[src/design/tcw_pkg.sv]
// shared types, constants and helpers of the text console writer
package tcw_pkg;

   // default screen geometry
   localparam int COLUMNS_DEF = 80;
   localparam int ROWS_DEF    = 25;

   // field widths of the request and response words
   localparam int KIND_W       = 2;
   localparam int CHAR_W       = 8;
   localparam int ATTR_W       = 8;
   localparam int HEX_W        = 32;
   localparam int INDEX_W      = 11;
   localparam int EMIT_W       = 4;
   localparam int CURSOR_OUT_W = 11;
   localparam int CELL_W       = CHAR_W + ATTR_W;
   localparam int NIBBLE_W     = 4;
   localparam int HEX_CNT_W    = 4;

   // character codes and fixed values
   localparam logic [CHAR_W-1:0]    NEWLINE_CODE   = 8'd10;
   localparam logic [CHAR_W-1:0]    CHAR_ZERO      = 8'h30;
   localparam logic [CHAR_W-1:0]    CHAR_X         = 8'h78;
   localparam logic [ATTR_W-1:0]    ATTR_RESET     = 8'd7;
   localparam logic [EMIT_W-1:0]    EMIT_ONE       = 4'd1;
   localparam logic [EMIT_W-1:0]    EMIT_HEX       = 4'd10;
   localparam logic [HEX_CNT_W-1:0] HEX_PREFIX_CNT = 4'd2;
   localparam logic [HEX_CNT_W-1:0] HEX_LAST_IDX   = 4'd9;

   // request kinds
   typedef enum logic [KIND_W-1:0] {
      KIND_CLEAR = 2'd0,
      KIND_CHAR  = 2'd1,
      KIND_HEX   = 2'd2,
      KIND_READ  = 2'd3
   } tcw_kind_type;

   // controller states
   typedef enum logic [2:0] {
      ST_INIT,
      ST_IDLE,
      ST_WIPE,
      ST_CHAR,
      ST_PRIME,
      ST_COPY,
      ST_ZERO,
      ST_FINISH
   } tcw_state_type;

   // commands from controller to datapath
   typedef struct packed {
      logic capture;
      logic sweep_clear;
      logic sweep_step;
      logic wipe_wr;
      logic copy_rd;
      logic copy_wr;
      logic cursor_home;
      logic cursor_up;
      logic emit;
      logic mark_scroll;
      logic respond;
   } tcw_cmd_type;

   // status from datapath to controller
   typedef struct packed {
      logic past_end;
      logic sweep_at_end;
      logic sweep_at_copy_end;
      logic hex_done;
      logic rsp_busy;
   } tcw_status_type;

   // lowercase hex digit for one nibble
   function automatic logic [CHAR_W-1:0] hex_char(input logic [NIBBLE_W-1:0] nib);
      logic [CHAR_W-1:0] c;
      case (nib)
         4'h0: c = 8'h30;
         4'h1: c = 8'h31;
         4'h2: c = 8'h32;
         4'h3: c = 8'h33;
         4'h4: c = 8'h34;
         4'h5: c = 8'h35;
         4'h6: c = 8'h36;
         4'h7: c = 8'h37;
         4'h8: c = 8'h38;
         4'h9: c = 8'h39;
         4'ha: c = 8'h61;
         4'hb: c = 8'h62;
         4'hc: c = 8'h63;
         4'hd: c = 8'h64;
         4'he: c = 8'h65;
         4'hf: c = 8'h66;
         default: c = 8'h30;
      endcase
      return c;
   endfunction

endpackage

[src/design/tcw_controller.sv]
// sequencing state machine of the text console writer
module tcw_controller (
   input  logic                    clock,
   input  logic                    reset,
   input  logic                    req_valid,
   input  tcw_pkg::tcw_kind_type   req_kind,
   output logic                    req_ready,
   input  tcw_pkg::tcw_status_type status,
   output tcw_pkg::tcw_cmd_type    cmd
);
   import tcw_pkg::*;

   tcw_state_type state_ff, state_in;

   // state register
   always_ff @(posedge clock) begin
      if (reset) begin
         state_ff <= ST_INIT;
      end else begin
         state_ff <= state_in;
      end
   end

   // next state
   always_comb begin
      state_in = state_ff;
      case (state_ff)
         ST_INIT: begin
            if (status.sweep_at_end) state_in = ST_IDLE;
         end
         ST_IDLE: begin
            if (req_valid) begin
               case (req_kind)
                  KIND_CLEAR: state_in = ST_WIPE;
                  KIND_CHAR:  state_in = ST_CHAR;
                  KIND_HEX:   state_in = ST_CHAR;
                  KIND_READ:  state_in = ST_FINISH;
                  default:    state_in = ST_IDLE;
               endcase
            end
         end
         ST_WIPE: begin
            if (status.sweep_at_end) state_in = ST_FINISH;
         end
         ST_CHAR: begin
            if (status.past_end) begin
               state_in = ST_PRIME;
            end else if (status.hex_done) begin
               state_in = ST_FINISH;
            end
         end
         ST_PRIME: begin
            state_in = ST_COPY;
         end
         ST_COPY: begin
            if (status.sweep_at_copy_end) state_in = ST_ZERO;
         end
         ST_ZERO: begin
            if (status.sweep_at_end) state_in = ST_CHAR;
         end
         ST_FINISH: begin
            if (!status.rsp_busy) state_in = ST_IDLE;
         end
         default: state_in = ST_INIT;
      endcase
   end

   // datapath commands
   always_comb begin
      cmd       = '0;
      req_ready = 1'b0;
      case (state_ff)
         ST_INIT: begin
            cmd.wipe_wr    = 1'b1;
            cmd.sweep_step = 1'b1;
            if (status.sweep_at_end) cmd.cursor_home = 1'b1;
         end
         ST_IDLE: begin
            req_ready = 1'b1;
            if (req_valid) begin
               cmd.capture = 1'b1;
               if (req_kind == KIND_CLEAR) cmd.sweep_clear = 1'b1;
            end
         end
         ST_WIPE: begin
            cmd.wipe_wr    = 1'b1;
            cmd.sweep_step = 1'b1;
            if (status.sweep_at_end) cmd.cursor_home = 1'b1;
         end
         ST_CHAR: begin
            if (status.past_end) begin
               cmd.mark_scroll = 1'b1;
               cmd.sweep_clear = 1'b1;
            end else begin
               cmd.emit = 1'b1;
            end
         end
         ST_PRIME: begin
            cmd.copy_rd = 1'b1;
         end
         ST_COPY: begin
            cmd.copy_wr    = 1'b1;
            cmd.copy_rd    = 1'b1;
            cmd.sweep_step = 1'b1;
         end
         ST_ZERO: begin
            cmd.wipe_wr    = 1'b1;
            cmd.sweep_step = 1'b1;
            if (status.sweep_at_end) cmd.cursor_up = 1'b1;
         end
         ST_FINISH: begin
            if (!status.rsp_busy) cmd.respond = 1'b1;
         end
         default: begin
            cmd = '0;
         end
      endcase
   end

endmodule

[config.mk]
export PLATFORM = sky130hd
export DESIGN_NAME = tcw_controller
export DESIGN_NICKNAME = d
export VERILOG_FILES = /design/src/design/tcw_pkg.sv /design/src/design/tcw_controller.sv
export SDC_FILE = /design/constraint.sdc
export NUM_CORES = 1
export LEC_CHECK = 0
export BUFFER_PORTS_ARGS = -buffer_cell sky130_fd_sc_hd__buf_4
export CORE_AREA = 2 2 39 41
export DETAILED_ROUTE_END_ITERATION = 16
export DIE_AREA = 0 0 41 43
export GPL_TIMING_DRIVEN = 0
export PLACE_DENSITY = 0.55
export SYNTH_ARGS = -nofsm -noshare
export SYNTH_HDL_FRONTEND = slang
export SYNTH_SLANG_ARGS = --single-unit
[constraint.sdc]
create_clock -name clock -period 1.1 [get_ports clock]
set_input_delay 0.275 -clock clock [delete_from_list [all_inputs] [get_ports clock]]
set_output_delay 0.275 -clock clock [all_outputs]
set_load 0.005 [all_outputs]
# After elaboration in Yosys (flattened, before gate mapping)
# Index checks and enable logic that the tools add are counted.
# Widths: inputs -> output; s select.
[totals]
wordCells = 53
reg_bits = 3
inputBits = 10
[classes]
n_mux = 27
n_reduce_logical = 8
n_eq_ne = 17
[op_table]
columns = ["op", "count"]
rows = [
  ["$mux 3", 8],
  ["$pmux 3 s8", 1],
  ["$mux 1", 14],
  ["$eq 3x3->1 const B", 4],
  ["$ne 2x2->1 const B", 6],
  ["$pmux 3 s3", 1],
  ["$reduce_and 7->1", 1],
  ["$eq 3x2->1 const B", 2],
  ["$reduce_or 2->1", 3],
  ["$eq 2x2->1 const B", 2],
  ["$mux 2", 2],
  ["$reduce_or 4->1", 1],
  ["$eq 3x1->1 const B", 1],
  ["$logic_not 3->1", 1],
  ["$ne 3x3->1 const B", 1],
  ["$reduce_or 3->1", 1],
  ["$eq 2x1->1 const B", 1],
  ["$logic_not 2->1", 1],
  ["$pmux 1 s2", 1],
]

# Depth between registers and ports, before layout
[depth]
ltp_word = 5
depth_mapped = 4
ltp_nobuf = 3

# Worst setup path before layout
# No wires, ideal clock.
[synth_timing]
kind = "register to output"
startpoint = "register state_ff[2]"
endpoint = "output cmd[10] (netlist bit)"
stages_incl_launch_ff = 5
path_slack_ps = -133
n_path_buf = 1
arrival_time_ps = 958
t_required_ps = 825
path_cell_list = "dfxtp_1 > buf_2 > or2b_1 > nor2_1 > and2_1"
[synth_rtl]
columns = ["item", "line_no", "source"]
rows = [
  ["from (decl)", "tcw_controller.sv:13", "tcw_state_type state_ff, state_in;"],
  ["from (signal assigned)", "tcw_controller.sv:20", "state_ff <= state_in;"],
  ["to (decl)", "tcw_controller.sv:9", "output tcw_pkg::tcw_cmd_type cmd"],
]

==> reports/results.txt <==
The tools report the total number of H-tree levels as 1. Number of clock sinks: 3. Worst min-delay path startpoint: reset. The congestion estimate from routability-driven global placement came to 0.802. Subtracting the final worst setup slack from the clock period gives 1500 ps. The cell-internal power came out at 0.446 mW.

Register share of total power: 0.207. The critical path in this run is classified as flip-flop to output port. For the share of total power in the clock network, the log shows 0.283. From left edge to right edge, the die measures 41 um. TritonCTS built the clock tree. The area of the die was 0.00176 mm^2. The repair_antennas step left the layout with diodes totalling 0. Maximum fanout count along the critical path: 2. The worst setup path is launched from a flip-flop.

After clock tree synthesis, the clock-pin slew on the worst setup and hold paths is 30 ps. Number of nets with antenna violations after routing: 0. The max-slew violation count was 0. The sequential share of the synthesized area was 0.180.

The worst hold path terminates at state_ff[0]$_SDFFE_PP0P_. The setup check on the worst reg-to-reg path leaves a slack of -310 ps. The final number of setup-violating endpoints was 15; the switching power was 0.194 mW. For this design the static power due to leakage is 0.334 nW. In this run the standard cell core region covers 0.00138 mm^2.

The flow ran to the end, but the final reports show violations. For this run, the number of Yosys warnings is 0. The number of cells in the finished layout apart from fillers is 101. The number of enable-type register cells in the synthesized netlist was 0. The checks that failed: setup timing. The placement-stage worst setup slack came out at -195 ps. After synthesis, the netlist uses 24 different library cells.

The run gives 0.511 as the combinational share of power. Entering global routing, the biggest net connects 9 pins. Clock skew on the completed layout was measured at 2.12 ps. The data arrival time of the critical path came out at 1220 ps. The min-delay analysis places its worst path in the category input port to flip-flop. The floorplan has 14 rows. The global routing usage on met1 was 0.163. The worst setup path is captured at an output port. The cell accounting for the most synthesized area was sky130_fd_sc_hd__dfxtp_1. The floorplan die height is 43 um. Each instance of the synthesized netlist takes up on average 6.93 um^2.

The most instantiated library cell after synthesis was sky130_fd_sc_hd__nor2_1. The relative max-transition margin is 0.834, and the met2 routing resource usage after global routing is 0.247. The share of flip-flops with an asynchronous set or reset works out to 0. Ranked by flip-flop count, first place goes to state_ff. Across the run, the number of max-cap violations was 0.

Derived from the worst setup path, the maximum achievable clock frequency is 0.668 GHz. The routed wire length is 1.22 mm. The final cycle utilization of the critical path was 1.36. The power density over the cells was 840 mW/mm^2.

In this run the critical register-to-register path is launched from state_ff[2]$_SDFFE_PP0P_. By count the netlist is led by sky130_fd_sc_hd__nor2_1, sky130_fd_sc_hd__nand2b_1, sky130_fd_sc_hd__a21oi_1, sky130_fd_sc_hd__nor3_1, sky130_fd_sc_hd__dfxtp_1. The final route contains 484 vias. The fraction of post-synthesis cell area in the top cell type by area is 0.180. After the first detailed-routing iteration, the DRC count stood at 5. Pin placement for this block handled 22 I/O pins.

The largest voltage drop on the vdd net was 0.469 mV; the cell count after synthesis was 48. The capture point of the worst reg-to-reg path is state_ff[1]$_SDFFE_PP0P_. After detailed routing, the average wire length per cell comes to 12.0 um. Switching part of the total: 0.303.

The total congestion overflow is 0. The run gives 442 as the via count of the first global-routing pass. For the number of buffers created by CTS, the log shows 3. For this run, the leading register cell type out of synthesis is sky130_fd_sc_hd__dfxtp_1. Clock tree synthesis selected as its root buffer the cell sky130_fd_sc_hd__clkbuf_4. At the pin with the least slew margin, the transition time is 249 ps. The total routing resource utilization after global routing is 0.142. The final count of hold timing violations came out at 0. The least setup slack across all paths after layout is -398 ps. Half-perimeter wire length of the detailed placement result: 770 um. The later pin in the worst-skew pair is clocked with a latency of 220 ps. The worst hold path passes through 2 cells. The share of final-layout standard cells stronger than drive strength 1 is 0.753. The run gives 2 as the deepest clock path buffer count.

After synthesis, the cell types taking the most area are sky130_fd_sc_hd__dfxtp_1, sky130_fd_sc_hd__nand2b_1, sky130_fd_sc_hd__nor2_1, sky130_fd_sc_hd__a21oi_1, sky130_fd_sc_hd__nor3_1. The layer flagged by global routing as most heavily used is met2. The run gives 96 as the number of nets in the final layout. The register with the most flip-flops in the layout has 3 of them.

STA puts the critical path data required time at 820 ps. For the global-route track usage on met3, the log shows 0.0262. The largest registers in the layout are state_ff (3).

The synthesis-stage register bit count was 3. Buffers placed on the I/O ports in this run total 21. The effective utilization at floorplan came out at 0.241.

The first TritonRoute pass finished after 4 iterations. For the initial antenna violation count, the log shows 0. When the netlist entered floorplanning its net count stood at 58.

For the post-route DRC violation count, the log shows 0. Counting tap cells, the placed design contains a total of 85 instances. The first global-routing pass estimated 1.77 mm of wire.

The number of vias per cell after detailed routing is 4.79. Summing every instance area after synthesis gives 333 um^2. The area added between synthesis and finish is 129%.

Setup repair after global routing could not meet its margin everywhere. The count of cells along the worst register-to-register path was 7.
[kinds of logic after synthesis]
logic type      after synthesis  synth area share
simple gates                 29             0.470
compound gates                9             0.203
buf+inv                       5            0.0864
flops                         3             0.180
xor+xnor                      1            0.0263
mux                           1            0.0338
[what timing repair did]
item,4_1_cts,5_1_grt
setup buffers,10,4
hold buffers,0,0
resized for setup,15,11
gates cloned,0,0
pin swaps,6,7
setup endpoints to repair,15,15
[worst max path at each step]
stage	from	to	slack, ps	cells past startpoint
after global routing	state_ff[2]$_SDFFE_PP0P_	cmd[10]	-480	5
after CTS	state_ff[0]$_SDFFE_PP0P_	cmd[10]	-380	5
after floorplan	state_ff[2]$_SDFFE_PP0P_	cmd[10]	-100	4
final	state_ff[2]$_SDFFE_PP0P_	cmd[10]	-400	5
after global placement	state_ff[0]$_SDFFE_PP0P_	cmd[10]	-190	5
after detailed placement	state_ff[2]$_SDFFE_PP0P_	cmd[10]	-200	5
[worst max-delay path, cell delays in order (launching register included)]
cell	delay [ps]
sky130_fd_sc_hd__dfxtp_2	310
sky130_fd_sc_hd__buf_6	110
sky130_fd_sc_hd__or2b_1	240
sky130_fd_sc_hd__nor2_2	120
sky130_fd_sc_hd__and2_1	130
sky130_fd_sc_hd__buf_4	100
[metrics by stage]
step / TNS [ps] / hold WS (ps) / cell area (um^2) / power, mW / util
floorplan: -161 / 340 / 360 / 0.254 / -
global placement: -1060 / 474 / 538 / 0.349 / 0.389
detailed placement: -1050 / 476 / 538 / 0.348 / 0.389
CTS: -4000 / 243 / 712 / 0.619 / 0.514
global route: -5270 / 240 / 762 / 0.684 / 0.551
finish: -4450 / 246 / 762 / 0.640 / 0.551
[power groups by stage]
stage	combinational, mW	clock (mW)	sequential [mW]
after global placement	0.219	0	0.130
after floorplan	0.126	0	0.128
after detailed placement	0.218	0	0.130
after CTS	0.306	0.186	0.127
final	0.327	0.181	0.132
after global routing	0.353	0.198	0.133
[layer usage]
metal	share of wire	vias to the layer above
met2	0.49	19
met1	0.43	218
li1	-	245
met5	0	-
met3	0.071	2
met4	0.014	0
[cell type report]
class | instances | area, um^2
Fill cell | 128 | 622
Inverter | 2 | 10.0
Sequential cell | 3 | 63.8
Clock buffer | 4 | 26.3
Multi-Input combinational cell | 40 | 342
Buffer | 2 | 22.5
Tap cell | 16 | 20.0
Timing Repair Buffer | 34 | 278
[cell usage in the layout (no fill, tap or decap), drive strengths merged]
master | Yosys | routed
a2111oi | 1 | 1
a21oi | 4 | 4
a221oi | 1 | 1
a311oi | 1 | 1
and2 | 1 | 1
buf | 3 | 36
clkbuf | 0 | 4
dfxtp | 3 | 3
inv | 2 | 2
mux2 | 1 | 1
nand2 | 2 | 2
nand2b | 5 | 5
nand3 | 2 | 2
nor2 | 8 | 8
nor2b | 1 | 1
nor3 | 4 | 4
nor3b | 2 | 2
nor4b | 1 | 1
o21ai | 1 | 1
o311a | 1 | 1
or2 | 1 | 1
or2b | 2 | 2
xnor2 | 1 | 1
(Power assumes the default switching activity.)
